## src/hdl/mcwj_pkg.sv

```systemverilog
// ----------------------------------------------------------------------------
// mcwj_pkg: shared types for the window jump cost unit
// Controller states, command and status bundles, register decode.
// ----------------------------------------------------------------------------
`default_nettype none
package mcwj_pkg;

  localparam int unsigned COST_W = 32;
  localparam int unsigned ADDR_W = 3;
  localparam int unsigned DATA_W = 32;
  localparam int unsigned MJ_W   = 8;

  localparam logic [COST_W-1:0] COST_MAX = '1;

  // word index of the max_jump register (paddr bit 2)
  localparam logic REG_MAX_JUMP = 1'b0;

  typedef enum logic [1:0] {
    ST_IDLE,
    ST_LOOP,
    ST_DRAIN,
    ST_FIN
  } state_e;

  typedef struct packed {
    logic start;
    logic issue;
    logic finish;
  } cmd_t;

  typedef struct packed {
    logic skip;
    logic rem_zero;
    logic pipe_empty;
    logic out_free;
  } status_t;

endpackage : mcwj_pkg
`default_nettype wire

```

## src/hdl/mcwj_regs.sv

```systemverilog
// ----------------------------------------------------------------------------
// mcwj_regs: configuration register file
// APB-style slave holding the max_jump register.
// ----------------------------------------------------------------------------
`default_nettype none
module mcwj_regs
  import mcwj_pkg::*;
(
  input  wire logic              clk_i,
  input  wire logic              rst_ni,
  input  wire logic              psel,
  input  wire logic              penable,
  input  wire logic              pwrite,
  input  wire logic [ADDR_W-1:0] paddr,
  input  wire logic [DATA_W-1:0] pwdata,
  output logic      [DATA_W-1:0] prdata,
  output logic                   pready,
  output logic      [MJ_W-1:0]   max_jump_o
);

  logic [MJ_W-1:0] max_jump_q, max_jump_d;
  logic            wr_en;

  assign pready = 1'b1;
  assign wr_en  = psel && penable && pwrite && pready && (paddr[2] == REG_MAX_JUMP);

  always_comb begin
    max_jump_d = max_jump_q;
    if (wr_en) begin
      max_jump_d = pwdata[MJ_W-1:0];
    end
  end

  always_ff @(posedge clk_i or negedge rst_ni) begin
    if (!rst_ni) begin
      max_jump_q <= MJ_W'(1);
    end else begin
      max_jump_q <= max_jump_d;
    end
  end

  always_comb begin
    prdata = '0;
    if (paddr[2] == REG_MAX_JUMP) begin
      prdata = DATA_W'(max_jump_q);
    end
  end

  assign max_jump_o = max_jump_q;

endmodule : mcwj_regs
`default_nettype wire

```

## config.mk

```make
export PLATFORM = sky130hd
export DESIGN_NAME = mcwj_regs
export DESIGN_NICKNAME = d
export VERILOG_FILES = /design/src/hdl/mcwj_pkg.sv /design/src/hdl/mcwj_regs.sv
export SDC_FILE = /design/constraint.sdc
export NUM_CORES = 1
export LEC_CHECK = 0
export BUFFER_PORTS_ARGS = -buffer_cell sky130_fd_sc_hd__buf_2
export CAP_MARGIN = 20
export CORE_MARGIN = 2
export CORE_UTILIZATION = 32
export DETAILED_ROUTE_END_ITERATION = 8
export GPL_TIMING_DRIVEN = 1
export HOLD_SLACK_MARGIN = 0.1
export PLACE_DENSITY = 0.95
export REMOVE_ABC_BUFFERS = 1
export SETUP_SLACK_MARGIN = 0.05
export SYNTH_ARGS = -nofsm -noshare
export SYNTH_HDL_FRONTEND = slang
export SYNTH_SLANG_ARGS = --single-unit
```

## constraint.sdc

```tcl
create_clock -name clk_i -period 1.4 [get_ports clk_i]
set_input_delay 0.28 -clock clk_i [delete_from_list [all_inputs] [get_ports clk_i]]
set_output_delay 0.28 -clock clk_i [all_outputs]
set_load 0.1 [all_outputs]
```

* Yosys cells after proc, flatten, opt, wreduce, memory -nomap -nowiden
Cells that the tools add are included.
** Cells by class
- Muxes and demuxes :: 1
- Bitwise gates (word level) :: 1
- Reduce and logical (&&, ||, !) cells :: 3
** Operator list (count)
- 8-bit two-way mux :: 1
- 1-bit logical AND :: 3
- 1-bit NOT :: 1
** Word-level totals
- Flip-flop bits (word level) :: 8
- Bits of input ports :: 40
- Output and inout port bits :: 41
- Word-level logic and storage cells :: 6

* Logic depth before layout (Yosys ltp)
- Word-level depth :: 3
- Gate-level depth with buffers :: 2

* Worst setup path after synthesis
Ideal clock, no wire load.
- Kind :: register -> output
- Start point :: register max_jump_q[1] (netlist: max_jump_o[1])
- End point :: output prdata[1]
- Data arrival time :: 1510 ps
- Path slack :: -390 ps
- Stages on the path, launching flop included :: 2
- Path through :: dfrtp_1 -> and2b_2
** Between the ends
- Cells in the longest elaborated chain, start to end :: 1
** Ends and longest elaborated chain
- start: declaration :: RTL line mcwj_regs.sv:21 : logic [MJ_W-1:0] max_jump_q, max_jump_d;
- start signal: assignment :: RTL line mcwj_regs.sv:38 : max_jump_q <= max_jump_d;
- 8-bit two-way mux :: RTL line mcwj_regs.sv:44 : if (paddr[2] == REG_MAX_JUMP) begin
- end: declaration :: RTL line mcwj_regs.sv:16 : output logic [DATA_W-1:0] prdata,
Every way passes these cells.

* Worst setup path in the final report
- Start point :: register max_jump_q[0] (netlist: max_jump_o[0])
- End point :: output prdata[0]
The elaborated chain is that of the path after synthesis.

==> flow_summary_export.csv <==
group,metric,value,unit
detailed_routing,antenna_violating_nets_post_route,0,
synthesis,number_of_warnings_printed_during_yosys_synthesis,0,
global_routing,overall_global_routing_usage,9.14,%
placement,dp_worst_setup_slack,0.232,ns
floorplan,initial_utilization,34.0,%
timing,fin_ws,0.0220,ns
min_path,timing.hold.worst.class,"input port to flop",
timing,setup_viol,0,
detailed_routing,dr_total_vias,405,
layout,layout.cells.most_common_list,"sky130_fd_sc_hd__conb_1 (25), sky130_fd_sc_hd__buf_2 (15), sky130_fd_sc_hd__buf_12 (9)",
clock_tree,cts_inserted_buffers,3,
timing,grt_setup_unrepaired,"true",
job,number_of_max_cap_violations,0,
placement,placed_cell_area,791,um^2
timing,layout_min_cycle_time,1.38,ns
layout,num-fill-cells,148,
synthesis,mean_instance_size_in_the_synthesized_netlist,11.2,um^2
timing,final.setup_skew,0,ns
timing,final.hold.worst_slack,0.259,ns
timing,hold_viol,0,
power,p_per_area,2110,mW/mm^2
clock_tree,ctsHtreeMaxLevel,1,
clock_tree,cts_sinks,8,
setup_path,critical_path.startpoint_type,"flop",
detailed_routing,route.detailed.drc,0,
detailed_routing,dr.pass1.iters,1,
layout,final_core_occ,49.6,%
clock_tree,cts-root-buf,"sky130_fd_sc_hd__clkbuf_4",
global_routing,pin_count_of_the_biggest_net_entering_global_routing,10,
clock_tree,cts.reportedPaths.clkPinSlew,0.06,ns
clock_tree,worstSkewPairLatency,0.25,ns
floorplan,chipHeight,46.6,um
layout,layout-drive-gt1-share,60.0,%
layout,largest_register_ff_count,8,
setup_path,worstPathRequired,1.12,ns
timing,report.final.slew_viol_count,0,
synthesis,syn-instance-count,52,
setup_path,worstSetupPathType,"flop to primary output",
setup_path,cp_data_arrival_time,1.10,ns
clock_tree,max-clock-path-buffers,2,
global_routing,overflow_left_after_global_routing,0,
power,leakagePower,0.453,nW
floorplan,dieArea,0.00217,mm^2
setup_path,critical_path.endpoint_type,"primary output",
floorplan,core_box_area,0.00171,mm^2
placement,final_weighted_congestion_of_routability_driven_global_placement,0.565,
detailed_routing,post_dr_vias_cell,3.68,
power,power.ir.vdd_worst,0.690,mV
layout,layout.nets,126,
detailed_routing,avgRoutedWirePerCell,9.80,um
power,fin_total_pwr,0.00179,W
synthesis,synthDistinctLibCells,7,
placement,io_buffer_count,29,
global_routing,grt_pass1_wl,1.33,mm
timing,period_share,98.4,%
global_routing,grt_pass1_vias,330,
global_routing,initial_antenna_violation_count,0,
clock_tree,tritoncts_clock_tree,"yes",
floorplan,row_count,15,
layout,layout.cells.most_common,"sky130_fd_sc_hd__conb_1",
run_status,run_status,"completed",
timing,fmaxAchievable,726,MHz
synthesis,syn-cell-area,581,um^2
detailed_routing,drt_first_iter_violations,0,
layout,layout.cell_area.non_filler,847,um^2
floorplan,design.portCount,81,
layout,layout-area-overhead-vs-synth,45.9,%
layout,antenna_cells,0,
detailed_routing,drt-total-wl,1.08,mm
synthesis,synth-seq-cells,8,
floorplan,die_width,46.6,um
setup_path,path_max_fanout,2,
synthesis,ys_seq_area_share,34.7,%
-- area by class of cell --
type                            instances  area [um^2]  share of cell area [%]
Multi-Input combinational cell         42          278                    32.8
Sequential cell                         8          201                    23.8
Clock buffer                            4         26.3                    3.10
Timing Repair Buffer                   31          310                    36.6
Tap cell                               25         31.3                    3.69
-- synth_stat cells --
| cell | number | area [um^2] |
|---|---|---|
| sky130_fd_sc_hd__and2b_2 | 8 | 70.1 |
| sky130_fd_sc_hd__dfstp_2 | 1 | 26.3 |
| sky130_fd_sc_hd__dfrtp_1 | 7 | 175 |
| sky130_fd_sc_hd__nand4b_4 | 1 | 23.8 |
| sky130_fd_sc_hd__conb_1 | 2 | 7.51 |
| sky130_fd_sc_hd__mux2_2 | 8 | 90.1 |
| sky130_fd_sc_hd__buf_4 | 25 | 188 |
-- worst paths after layout --
kind / startpoint / end / slack, ns / cells after the start
worst max-delay path: max_jump_o[0]$_DFFE_PN1P_ / prdata[0] / 0.02 / 2
worst min-delay path: pwdata[6] / max_jump_o[6]$_DFFE_PN0P_ / 0.26 / 2
worst max register to register: max_jump_o[0]$_DFFE_PN1P_ / max_jump_o[0]$_DFFE_PN1P_ / 0.57 / 2
worst min register to register: max_jump_o[5]$_DFFE_PN0P_ / max_jump_o[5]$_DFFE_PN0P_ / 0.53 / 1
max in group asynchronous: rst_ni / max_jump_o[0]$_DFFE_PN1P_ / 0.75 / 2
min in group asynchronous: rst_ni / max_jump_o[4]$_DFFE_PN0P_ / 0.40 / 2
-- worst max-delay path: stages (launching register included) --
cell,delay (ns)
sky130_fd_sc_hd__dfstp_2,0.52
sky130_fd_sc_hd__and2b_2,0.16
sky130_fd_sc_hd__buf_12,0.17
-- repair_timing --
action | CTS | global route
gates resized for setup | 0 | 5
setup buffers | 1 | 0
hold endpoints to repair | 8 | 0
endpoints found under the setup margin | 1 | 7
hold buffers | 1 | 0
-- where the power goes --
part / switching (W) / internal, W
sequential: 0.0000304 / 0.000287
clock: 0.0000845 / 0.000109
combinational: 0.00100 / 0.000274
total: 0.00112 / 0.000670
-- metal layers --
layer	global-route usage, %	wire (um)	part of all wire (%)
met5	0	0	0
met4	3.43	0	0
met3	3.92	135	13
met2	18.1	653	61
met1	7.82	290	27
-- stage by stage --
step           setup TNS, ns  cells
3_5_place_dp               0    104
5_1_grt              -0.0194    110
4_1_cts                    0    110
3_3_place_gp               0    104
6_report                   0    110
2_1_floorplan          -3.01     50
-- logic make-up after synthesis --
family	after synthesis	share of synthesized area [%]
AND/OR/NAND/NOR	9	16.2
flip-flops	8	34.7
buffers and inverters	25	32.3
other	2	1.29
multiplexers	8	15.5
No activity file was read; power rests on OpenSTA's default activity.
