[config.mk]
export PLATFORM = sky130hd
export DESIGN_NAME = mcwj_ctrl
export DESIGN_NICKNAME = d
export VERILOG_FILES = /design/src/hdl/mcwj_pkg.sv /design/src/hdl/mcwj_ctrl.sv
export SDC_FILE = /design/constraint.sdc
export NUM_CORES = 1
export LEC_CHECK = 0
export ABC_AREA = 1
export BUFFER_PORTS_ARGS = -buffer_cell sky130_fd_sc_hd__buf_4
export CORE_AREA = 2 2 39 41
export DETAILED_ROUTE_END_ITERATION = 10
export DIE_AREA = 0 0 41 43
export PLACE_DENSITY = 0.39
export SLEW_MARGIN = 30
export SYNTH_ARGS = -nofsm -noshare
export SYNTH_HDL_FRONTEND = slang
export SYNTH_SLANG_ARGS = --single-unit
[constraint.sdc]
create_clock -name clk_i -period 1.5 [get_ports clk_i]
set_input_delay 0.15 -clock clk_i [delete_from_list [all_inputs] [get_ports clk_i]]
set_output_delay 0.15 -clock clk_i [all_outputs]
set_load 0.01 [all_outputs]
[src/hdl/mcwj_pkg.sv]
// ----------------------------------------------------------------------------
// mcwj_pkg: shared types for the window jump cost unit
// Controller states, command and status bundles, register decode.
// ----------------------------------------------------------------------------
`default_nettype none
package mcwj_pkg;

  localparam int unsigned COST_W = 32;
  localparam int unsigned ADDR_W = 3;
  localparam int unsigned DATA_W = 32;
  localparam int unsigned MJ_W   = 8;

  localparam logic [COST_W-1:0] COST_MAX = '1;

  // word index of the max_jump register (paddr bit 2)
  localparam logic REG_MAX_JUMP = 1'b0;

  typedef enum logic [1:0] {
    ST_IDLE,
    ST_LOOP,
    ST_DRAIN,
    ST_FIN
  } state_e;

  typedef struct packed {
    logic start;
    logic issue;
    logic finish;
  } cmd_t;

  typedef struct packed {
    logic skip;
    logic rem_zero;
    logic pipe_empty;
    logic out_free;
  } status_t;

endpackage : mcwj_pkg
`default_nettype wire

[src/hdl/mcwj_ctrl.sv]
// ----------------------------------------------------------------------------
// mcwj_ctrl: sequencing controller
// Steps one stone through window scan, pipeline drain and write-back.
// ----------------------------------------------------------------------------
`default_nettype none
module mcwj_ctrl
  import mcwj_pkg::*;
(
  input  wire logic    clk_i,
  input  wire logic    rst_ni,
  input  wire logic    in_valid_i,
  output logic         in_stall_o,
  input  wire status_t status_i,
  output cmd_t         cmd_o
);

  state_e state_q, state_d;

  always_comb begin
    state_d = state_q;
    case (state_q)
      ST_IDLE: begin
        if (in_valid_i) begin
          state_d = status_i.skip ? ST_FIN : ST_LOOP;
        end
      end
      ST_LOOP: begin
        if (status_i.rem_zero) begin
          state_d = ST_DRAIN;
        end
      end
      ST_DRAIN: begin
        if (status_i.pipe_empty) begin
          state_d = ST_FIN;
        end
      end
      ST_FIN: begin
        if (status_i.out_free) begin
          state_d = ST_IDLE;
        end
      end
      default: state_d = ST_IDLE;
    endcase
  end

  always_comb begin
    cmd_o      = '0;
    in_stall_o = 1'b1;
    case (state_q)
      ST_IDLE: begin
        in_stall_o   = 1'b0;
        cmd_o.start  = in_valid_i;
      end
      ST_LOOP: begin
        cmd_o.issue  = !status_i.rem_zero;
      end
      ST_DRAIN: begin
        cmd_o = '0;
      end
      ST_FIN: begin
        cmd_o.finish = status_i.out_free;
      end
      default: cmd_o = '0;
    endcase
  end

  always_ff @(posedge clk_i or negedge rst_ni) begin
    if (!rst_ni) begin
      state_q <= ST_IDLE;
    end else begin
      state_q <= state_d;
    end
  end

endmodule : mcwj_ctrl
`default_nettype wire

Yosys cells after proc, flatten, opt, wreduce, memory -nomap -nowiden
Cells that the tools add are included.
Storage, ports and cells
  register bits after elaboration: 2
  input port bits: 7
  output and inout port bits: 4
Operators by class
  equal/unequal tests: 7
  mux-type cells: 10
  reduce and logical (&&, ||, !) cells: 3
Operators by type and width (number)
  two-way mux 2 bit: 5
  inequality test 2 bit, second input constant: 4
  case mux 2 bit (4 select lines): 1
  equality test 2 bit, second input constant: 2
  two-way mux 1 bit: 4
  AND reduction 4 bit: 1
  equality test 2 x 1 -> 1 bit, second input constant: 1
  zero test 2 bit: 1
  zero test 1 bit: 1

Depth between registers and ports, before layout
Gate-level depths: netlist of the first run.
  depth in word-level cells: 3
  depth in mapped cells: 7
  depth with buffers taken out: 7

Worst setup path after synthesis of the first run
OpenSTA, ideal clock, no wires.
  path kind: flip-flop to flip-flop
  start: reg state_q[0]
  end: reg state_q[0]
  arrival time: 1.013 ns
  required time: 1.377 ns
  slack: 0.364 ns
  cell stages (with the launch flop): 6
  period minus slack after synthesis: 1.136 ns
  cell sequence: dfrtp_1 inv_1 ha_1 or2_2 nand2_1 nand2_1
Between the ends
  longest elaborated chain between the ends: 3
  elaborated cells between the ends (all ways): 10
RTL lines
  start: declaration: RTL line mcwj_ctrl.sv:17  | state_e state_q, state_d;
  start signal: assignment: RTL line mcwj_ctrl.sv:71  | state_q <= state_d;
  equality test 2 x 1 -> 1 bit (tied with other cells): RTL line mcwj_ctrl.sv:21  | case (state_q)
  inequality test 2 bit (no line)
  AND reduction 4 bit (no line)
Parallel ways exist; a longest one is shown, timed or not.
A chain may end at the register's enable or synchronous reset.

==> impl_results.md, run 1 <==
- Run status: complete, no violations
- CP Launch Type: register
- Hold-fix buffers, CTS: 1
- Nets: 64
- Syn Std Cell Area: 232.7 um2
- Mapped Cells: 36
- Std-Cell Core Area: 1384 um2
- Global-route wire length before repair: 634 um
- Part of the Yosys area used for sequential elements: 0.2151
- Placed cells: 62
- Die height: around 43 um
- Number of placement rows: 14
- Reg2reg end: state_q[0]$_DFFE_PN0P_
- Synthesized flop and latch total: 2
- CP required: 1350 ps
- Non-Filler Instances: 66
- Biggest regs: state_q: 2 flops
- Initial DRC Count: 0
- Post-Layout Inst Area: 360.3 um2
- Worst-Margin Slew: 165.9 ps
- Diode count: 0
- Final slew viol count: 0
- Post-Syn Nets: between 40 and 50
- Final Wtd Congestion: 0.6031
- Final Hold Fails: 0
- Drt pass-1 iters: 1
- Resize count post-CTS: 0
- Layout Skew: 0.9028 ps
- Buffers on Ports: 10
- Number of global-route vias before repair: 186
- Overflow after GRT: 0
- Min Tclk post-route: 1305 ps
- Min-Delay Path Class: primary input to async pin
- Final Util: 0.2604
- CTS buffer count: 3
- Die area: 1763 um2
- Reg2reg setup slack: 300 ps
- Initial Util: 0.1682
- RSZ-0062 raised after global routing: no
- Synth cell types: 8
- WHS: 246.3 ps
- Setup violators final: 0
- Reg2reg start: state_q[0]$_DFFE_PN0P_
- Die X: 41 um
- Pwr dens: 1658 nW/um2
- DR WL/cell: 6.424 um
- Post-route ant nets: 0
- CP arrival: between 1000 and 1500 ps
- Cell Area, Placed: 327.8 um2
- Area Overhead vs Synth: 54.84%
- Biggest register: state_q
- Gr usage total: 0.05522
- Clock-pin slew on the worst setup and hold paths: 30 ps
- CTS max path bufs: 2
- H-tree depth reported by CTS: 1
- Worst-Skew Late Latency: 230 ps
- R2R depth: 5
- Setup bufs post-CTS: 0
- Max reg flops: 2
- Initial antenna violation count: 0
- Critical path fanouts, max: 4
- Static Leak: around 0.24 nW
- CTS Sinks: 2
- I/O pin cnt: 11
- Root Driver: clkbuf_4
- Max_cap viols: 0
- Syn avg cell area: 6.465 um2
- Pin count of the biggest net entering global routing: 5
- Slew margin rel.: 0.8882
- TritonCTS clock tree: yes
- CP endpoint kind: output pin
- Critical path class: register to output pin
- Setup TNS: 0 ps
- Max Clk Rate: 766.4 MHz
- Fillers: 160
- Layout cell share with drive strength beyond 1: 0.3200
- Period Utilization, post-route: 0.8699
- Post-route DRC violation count: 0
- Number of synthesis warnings: 0
- Drt total wl: 424 um
- Peak VDD IR: 361.7 uV
- Vias/cell: 3.591
- Vias: around 240
- Hpwl dp: 365.2 um
## report_power, final
| group | leakage (nW) | switching (mW) | internal (mW) | total, mW |
|---|---|---|---|---|
| Clock | 0.0138 | 0.0322 | 0.0883 | 0.121 |
| Sequential | 0.0244 | 0.0268 | 0.0845 | 0.111 |
| Combinational | 0.202 | 0.196 | 0.170 | 0.366 |
| Total | 0.240 | 0.255 | 0.343 | 0.597 |
## metrics by stage
stage / worst slack (ps) / power, mW
after CTS: 179.3 / 0.6146
after global routing: 116.8 / 0.6801
after floorplan: 364.0 / 0.3663
after detailed placement: 290.4 / 0.4886
final: 195.1 / 0.5974
after global placement: 286.8 / 0.4948
## how the worst max path moves through the flow
stage                      startpoint                endpoint  slack, ps  cells past startpoint
2_1_floorplan  state_q[0]$_DFFE_PN0P_  state_q[0]$_DFFE_PN0P_        360                      5
3_3_place_gp   state_q[0]$_DFFE_PN0P_  state_q[0]$_DFFE_PN0P_        290                      5
3_5_place_dp   state_q[0]$_DFFE_PN0P_  state_q[0]$_DFFE_PN0P_        290                      5
4_1_cts        state_q[0]$_DFFE_PN0P_                cmd_o[2]        180                      5
5_1_grt        state_q[0]$_DFFE_PN0P_                cmd_o[2]        120                      5
6_report       state_q[0]$_DFFE_PN0P_                cmd_o[2]        200                      5
## synthesized netlist by cell type
cell type  count  area [um2]
o21ai_0        3       15.01
inv_1         11       41.29
ha_1           5       62.56
nand2_1       12       45.04
nor2_2         1       6.260
nand2_2        1       6.260
or2_2          1       6.260
dfrtp_1        2       50.05
## routing by layer
metal  part of all wire  global-route usage  vias up
met1               0.39             0.05466       99
met5                  0                   0        -
met3              0.057                   0        2
met4              0.045             0.06000        0
li1                   -                   -      129
met2               0.51             0.09063        7
## layout make-up
cell class	instances	area (um2)	area share
multi-input combinational	23	141.4	0.3924
timing repair buffer	11	85.08	0.2361
sequential	2	50.05	0.1389
inverter	11	41.29	0.1146
clock buffer	3	22.52	0.06250
tap	16	20.02	0.05556
## layout by cell type, fill, tap and decap left out
| master | netlist | final |
|---|---|---|
| nand2_1 | 12 | 12 |
| inv_1 | 11 | 11 |
| buf_4 | 0 | 10 |
| ha_1 | 5 | 5 |
| o21ai_0 | 3 | 3 |
| clkbuf_4 | 0 | 3 |
| dfrtp_1 | 2 | 2 |
| nand2_2 | 1 | 1 |
| nor2_2 | 1 | 1 |
| or2_2 | 1 | 1 |
| dlygate4sd3_1 | 0 | 1 |
## critical path: stages (launching register included)
cell and delay (ps):
dfrtp_1 380, inv_1 90, ha_1 220, nand2_1 70, inv_1 40, buf_4 130
## cells by family after synthesis
logic type / share of synthesized area
buf+inv: 0.1774
fa+ha+maj: 0.2688
flops: 0.2151
compound gates: 0.06450
simple gates: 0.2742
No activity file was read; power rests on OpenSTA's default activity.
==> run 2, diff against run 1 <==
- RECOVER_POWER: not set -> 25
==> run 2 against run 1 <==
Effect of this change: sequential share of layout area up 0.15 points; combinational power hardly changed; count of clock-buffer cells in the layout unchanged; critical path type unchanged; largest cell class unchanged; highest routed layer unchanged.
==> impl_results.md, run 2 (synthesis results as in run 1) <==
- Std-Cell Core Area: 1384 um2 (unchanged)
- Initial DRC Count: 0 (unchanged)
- Final Hold Fails: 0 (unchanged)
- Period Utilization, post-route: 0.8699 (unchanged)
- H-tree depth reported by CTS: 1 (unchanged)
- Number of placement rows: 14 (unchanged)
- Layout Skew: 0.9028 ps (unchanged)
- Slowest CP cell: dfrtp_1 (unchanged)
- Delay-heaviest family, CP: flip-flops (unchanged)
- CTS Sinks: 2 (unchanged)
- Global-route wire length before repair: 634 um (unchanged)
- Cell Chain, Critical Path: inv_1 > ha_1 > nand2_1 > inv_1 > buf_4 (unchanged)
- Final slew viol count: 0 (unchanged)
- Reg2reg end: state_q[0]$_DFFE_PN0P_ (unchanged)
- Sequential power share: 0.187 (was 0.186)
- Share of power burned in combinational logic: 0.611 (was 0.612)
- Critical path fanouts, max: 4 (unchanged)
- Setup bufs post-CTS: 0 (unchanged)
- Setup violators final: 0 (unchanged)
- Initial antenna violation count: 0 (unchanged)
- Final Wtd Congestion: 0.6031 (unchanged)
- Fillers: 162 (was 160)
- Setup TNS: 0 ps (unchanged)
- Pin count of the biggest net entering global routing: 5 (unchanged)
- Critical path class: register to output pin (unchanged)
- CP Launch Type: register (unchanged)
- Clock-pin slew on the worst setup and hold paths: 30 ps (about the same)
- Overflow after GRT: 0 (unchanged)
- Buffers on Ports: 10 (unchanged)
- P_sw: 0.2546 mW (about the same)
- Max reg flops: 2 (unchanged)
- Worst-Margin Slew: 165.9 ps (unchanged)
- Vias: 238 (was 237)
- Peak VDD IR: 361.7 uV (about the same)
- Die height: 43 um (unchanged)
- Vias/cell: 3.606 (was 3.591)
- Layout cell share with drive strength beyond 1: 0.3000 (was 0.3200)
- Die area: 1763 um2 (unchanged)
- Area Overhead vs Synth: 53.23% (was 54.84%)
- TritonCTS clock tree: yes (unchanged)
- Reg2reg start: state_q[0]$_DFFE_PN0P_ (unchanged)
- Die X: 41 um (unchanged)
- CP endpoint kind: output pin (unchanged)
- Drt total wl: 422 um (was 424 um)
- Pwr dens: 1672 nW/um2 (was 1658 nW/um2)
- Max_cap viols: 0 (unchanged)
- Drt pass-1 iters: 1 (unchanged)
- CP max stage delay: 380 ps (about the same)
- Max Clk Rate: 766.4 MHz (unchanged)
- CP arrival: 1150 ps (about the same)
- Gr usage total: 0.05522 (unchanged)
- Commonest non-fill, non-tap cells in the layout: nand2_1 (12), inv_1 (11), buf_4 (9) (was nand2_1 (12), inv_1 (11), buf_4 (10))
- Static Leak: 0.2363 nW (was 0.2399 nW)
- Min-Delay Path Class: primary input to async pin (unchanged)
- Worst-Skew Late Latency: 230 ps (about the same)
- Internal power: 0.3416 mW (was 0.3427 mW)
- RSZ-0062 raised after global routing: no (unchanged)
- DR WL/cell: 6.394 um (was 6.424 um)
- Post-route ant nets: 0 (unchanged)
- Min Tclk post-route: 1305 ps (unchanged)
- CP required: 1350 ps (about the same)
- Root Driver: clkbuf_4 (unchanged)
- Most common cell after layout, fill and taps aside: nand2_1 (unchanged)
- Number of global-route vias before repair: 186 (unchanged)
- Resize count post-CTS: 0 (unchanged)
- Clock share of power: 0.202 (about the same)
- Post-route DRC violation count: 0 (unchanged)
- Slew margin rel.: 0.8882 (unchanged)
- Reg2reg setup slack: 300 ps (about the same)
- Run status: complete, no violations (unchanged)
- WHS: 240.9 ps (was 246.3 ps)
- CTS max path bufs: 2 (unchanged)
- Sequential cell area: 50.05 um2 (unchanged)
- CP dominant cell by count: inv_1 (unchanged)
- Number of stages on the worst setup path: 5 (unchanged)
- Biggest regs: state_q: 2 flops (unchanged)
- Biggest register: state_q (unchanged)
- I/O pin cnt: 11 (unchanged)
- Initial Util: 0.1682 (unchanged)
- Nets: 64 (unchanged)
- CTS buffer count: 3 (unchanged)
- Area occupied by multi-input gates: 141.4 um2 (unchanged)
- Diode count: 0 (unchanged)
- R2R depth: 5 (unchanged)
- Hpwl dp: 365.2 um (unchanged)
- Switching Share: 0.4270 (was 0.4263)
- Final Util: 0.2577 (was 0.2604)
- Buffers & Inverters on Critical Path: 3 (unchanged)
## run 2: power by group through the flow
stage / Combinational (mW) / Clock, mW / Sequential [mW]
after floorplan: 0.261 / 0 / 0.106
after global placement: 0.382 / 0 / 0.113
after detailed placement: 0.374 / 0 / 0.115
after CTS: 0.377 / 0.124 / 0.114
after global routing: 0.434 / 0.125 / 0.120
final: 0.364 / 0.121 / 0.111
## run 2: per-layer routing
| metal | share of wire | vias up | track usage |
|---|---|---|---|
| li1 | - | 129 | - |
| met1 | 0.39 | 100 | 0.05466 |
| met2 | 0.51 | 7 | 0.09063 |
| met3 | 0.057 | 2 | 0 |
| met4 | 0.045 | 0 | 0.06000 |
| met5 | 0 | - | 0 |
## run 2: what timing repair did
action / 4_1_cts / 5_1_grt
hold buffers: 1 / 0
setup endpoints to repair: 0 / 0
endpoints found under the hold margin: 2 / 0
## run 2: worst max-delay path by stage
| stage | end | slack (ps) | startpoint |
|---|---|---|---|
| after floorplan | state_q[0]$_DFFE_PN0P_ | 360 | state_q[0]$_DFFE_PN0P_ |
| after global placement | state_q[0]$_DFFE_PN0P_ | 290 | state_q[0]$_DFFE_PN0P_ |
| after detailed placement | state_q[0]$_DFFE_PN0P_ | 290 | state_q[0]$_DFFE_PN0P_ |
| after CTS | cmd_o[2] | 180 | state_q[0]$_DFFE_PN0P_ |
| after global routing | cmd_o[2] | 120 | state_q[0]$_DFFE_PN0P_ |
| final | cmd_o[2] | 200 | state_q[0]$_DFFE_PN0P_ |
## run 2: per-stage QoR
stage / power (mW) / instance area [um2] / setup slack (ps) / instances
final: 0.5962 / 356.6 / 195.1 / 66
after global routing: 0.6789 / 356.6 / 116.8 / 66
after CTS: 0.6146 / 360.3 / 179.3 / 66
after detailed placement: 0.4886 / 327.8 / 290.4 / 62
after global placement: 0.4948 / 327.8 / 286.8 / 62
after floorplan: 0.3663 / 232.7 / 364.0 / 36
## run 2: cell type report
cell class,instances,share of cell area
Sequential cell,2,0.1404
Clock buffer,3,0.06316
Inverter,11,0.1158
Multi-Input combinational cell,23,0.3965
Timing Repair Buffer,11,0.2281
Tap cell,16,0.05614
==> run 3, diff against run 2 <==
--- a/config.mk
+++ b/config.mk
@@ -13,5 +13,5 @@
 export PLACE_DENSITY = 0.39
 export RECOVER_POWER = 25
-export SLEW_MARGIN = 30
+export SLEW_MARGIN = 0
 export SYNTH_ARGS = -nofsm -noshare
 export SYNTH_HDL_FRONTEND = slang
==> constraint.sdc (replaced) <==
create_clock -name clk_i -period 1.5 [get_ports clk_i]
set_input_delay 0.3 -clock clk_i [delete_from_list [all_inputs] [get_ports clk_i]]
set_output_delay 0.3 -clock clk_i [all_outputs]
set_load 0.01 [all_outputs]
==> run 3 against run 2 <==
Effect of this change: die area stayed put; non-clock buffer count is 1 higher; cell count increased by 1.5%; power grew 4.8%; routed wire length up 5.0%; first-iteration DRC count unchanged; final area is 2.8% higher; sequential power hardly changed; flip-flop and latch count unchanged; worst hold slack better by 150 ps; highest routed layer unchanged.
==> impl_results.md, run 3 (synthesis results as in run 1) <==
- Final Util: 0.2649 (was 0.2577)
- CP endpoint kind: output pin (unchanged)
- Die X: 41 um (unchanged)
- Min-Delay Path Class: primary input to async pin (unchanged)
- Std-Cell Core Area: 1384 um2 (unchanged)
- Drt pass-1 iters: 1 (unchanged)
- Slew margin rel.: 0.8919 (was 0.8882)
- Final Wtd Congestion: 0.6302 (was 0.6031)
- CTS Sinks: 2 (unchanged)
- Buffers on Ports: 10 (unchanged)
- Period Utilization, post-route: 0.9512 (was 0.8699)
- Buffers & Inverters on Critical Path: 3 (unchanged)
- Root Driver: clkbuf_4 (unchanged)
- Fillers: 165 (was 162)
- Initial DRC Count: 0 (unchanged)
- Pin count of the biggest net entering global routing: 5 (unchanged)
- Setup TNS: 0 ps (unchanged)
- CP Launch Type: register (unchanged)
- H-tree depth reported by CTS: 1 (unchanged)
- Drt total wl: 443 um (was 422 um)
- Biggest register: state_q (unchanged)
- Post-route DRC violation count: 0 (unchanged)
- Biggest regs: state_q: 2 flops (unchanged)
- Detail Route met3 WL: 23 um (was 24 um)
- Max_cap viols: 0 (unchanged)
- Worst-Skew Late Latency: 230 ps (about the same)
- CTS buffer count: 3 (unchanged)
- CP dominant cell by count: inv_1 (unchanged)
- Metal-1 WL: 186 um (was 163 um)
- Delay-heaviest family, CP: flip-flops (unchanged)
- Die height: 43 um (unchanged)
- Global-route wire length before repair: 614 um (was 634 um)
- Clock-pin slew on the worst setup and hold paths: 30 ps (about the same)
- CP required: 1200 ps (was 1350 ps)
- Initial Util: 0.1682 (unchanged)
- Commonest non-fill, non-tap cells in the layout: nand2_1 (12), inv_1 (10), buf_4 (10) (was nand2_1 (12), inv_1 (11), buf_4 (9))
- Min Tclk post-route: 1427 ps (was 1305 ps)
- Gr usage total: 0.05823 (was 0.05522)
- Critical path class: register to output pin (unchanged)
- Critical path fanouts, max: 4 (unchanged)
- Die area: 1763 um2 (unchanged)
- Post-route ant nets: 0 (unchanged)
- Layout cell share with drive strength beyond 1: 0.3529 (was 0.3000)
- Number of placement rows: 14 (unchanged)
- I/O pin cnt: 11 (unchanged)
- Met2 wire len: 222 um (was 215 um)
- Vias/cell: 3.522 (was 3.606)
- DR WL/cell: 6.612 um (was 6.394 um)
- Initial antenna violation count: 0 (unchanged)
- CP arrival: 1130 ps (was 1150 ps)
- Overflow after GRT: 0 (unchanged)
- RSZ-0062 raised after global routing: no (unchanged)
- Area Overhead vs Synth: 57.53% (was 53.23%)
- Diode count: 0 (unchanged)
- Nets: 65 (was 64)
- Slowest CP cell: dfrtp_1 (unchanged)
- Max Clk Rate: 700.8 MHz (was 766.4 MHz)
- Pwr dens: 1704 nW/um2 (was 1672 nW/um2)
- Hpwl dp: 352.5 um (was 365.2 um)
- Setup violators final: 0 (unchanged)
- Static Leak: 0.2390 nW (was 0.2363 nW)
- CTS max path bufs: 2 (unchanged)
- Run status: complete, no violations (unchanged)
- Uppermost layer routed: met4 (unchanged)
- Cell Chain, Critical Path: inv_1 > ha_2 > nand2_1 > inv_1 > buf_4 (was inv_1 > ha_1 > nand2_1 > inv_1 > buf_4)
- Worst-Margin Slew: 160.4 ps (was 165.9 ps)
- CP max stage delay: 390 ps (was 380 ps)
- Vias: 236 (was 238)
- Peak VDD IR: 374.6 uV (was 361.7 uV)
- Number of global-route vias before repair: 173 (was 186)
- Most common cell after layout, fill and taps aside: nand2_1 (unchanged)
- Max reg flops: 2 (unchanged)
- TritonCTS clock tree: yes (unchanged)
- Final slew viol count: 0 (unchanged)
- Final Hold Fails: 0 (unchanged)
- Layout Skew: 1.569 ps (was 0.9028 ps)
-- run 3: what timing repair did --
action                                  4_1_cts  5_1_grt
resized for setup                             0        2
endpoints found under the setup margin        0        3
hold buffers                                  1        0
setup buffers                                 0        1
endpoints found under the hold margin         2        0
-- run 3: worst paths after layout --
kind,start,to,slack (ps),depth (start not counted)
setup / recovery,state_q[1]$_DFFE_PN0P_,cmd_o[2],70,5
hold / removal,rst_ni,state_q[0]$_DFFE_PN0P_,390,2
setup reg to reg,state_q[1]$_DFFE_PN0P_,state_q[0]$_DFFE_PN0P_,260,5
hold reg to reg,state_q[1]$_DFFE_PN0P_,state_q[1]$_DFFE_PN0P_,560,2
max in group asynchronous,rst_ni,state_q[1]$_DFFE_PN0P_,980,2
min in group clk_i,status_i[3],state_q[1]$_DFFE_PN0P_,410,5
-- run 3: layout make-up --
class                   instances  area, um2  share of cell area
inverters                      11      41.29              0.1126
repair buffers                 12      88.84              0.2423
clock buffers                   3      22.52             0.06143
well taps                      16      20.02             0.05461
flip-flops and latches          2      50.05              0.1365
multi-input cells              23      143.9              0.3925
-- run 3: per-stage QoR --
stage                     instance area [um2]  power, mW  hold slack [ps]  std cells  worst slack, ps
after CTS                               360.3     0.6136            393.8         66            35.44
after detailed placement                327.8     0.4882            85.61         62            275.9
final                                   366.6     0.6246            392.0         67            73.14
after global routing                    366.6     0.6925            412.1         67            3.541
after floorplan                         232.7     0.3663            4.409         36            364.0
after global placement                  327.8     0.4931            84.35         62            274.9
-- run 3: power by group --
group / total (mW) / switching, mW / internal (mW)
Combinational: 0.392 / 0.204 / 0.189
Clock: 0.119 / 0.0307 / 0.0882
Sequential: 0.113 / 0.0289 / 0.0844
Total: 0.625 / 0.263 / 0.361
-- run 3: worst register-to-register path: cells and delay by family, from the launching register on --
kind / cells / cell delay (ps)
fa+ha+maj: 1 / 180
simple gates: 3 / 410
flops: 1 / 390
buf+inv: 1 / 150
-- run 3: layer usage --
metal | GRT usage | vias up
li1 | - | 132
met1 | 0.05466 | 95
met2 | 0.07188 | 7
met3 | 0.03141 | 2
met4 | 0.08000 | 0
met5 | 0 | -
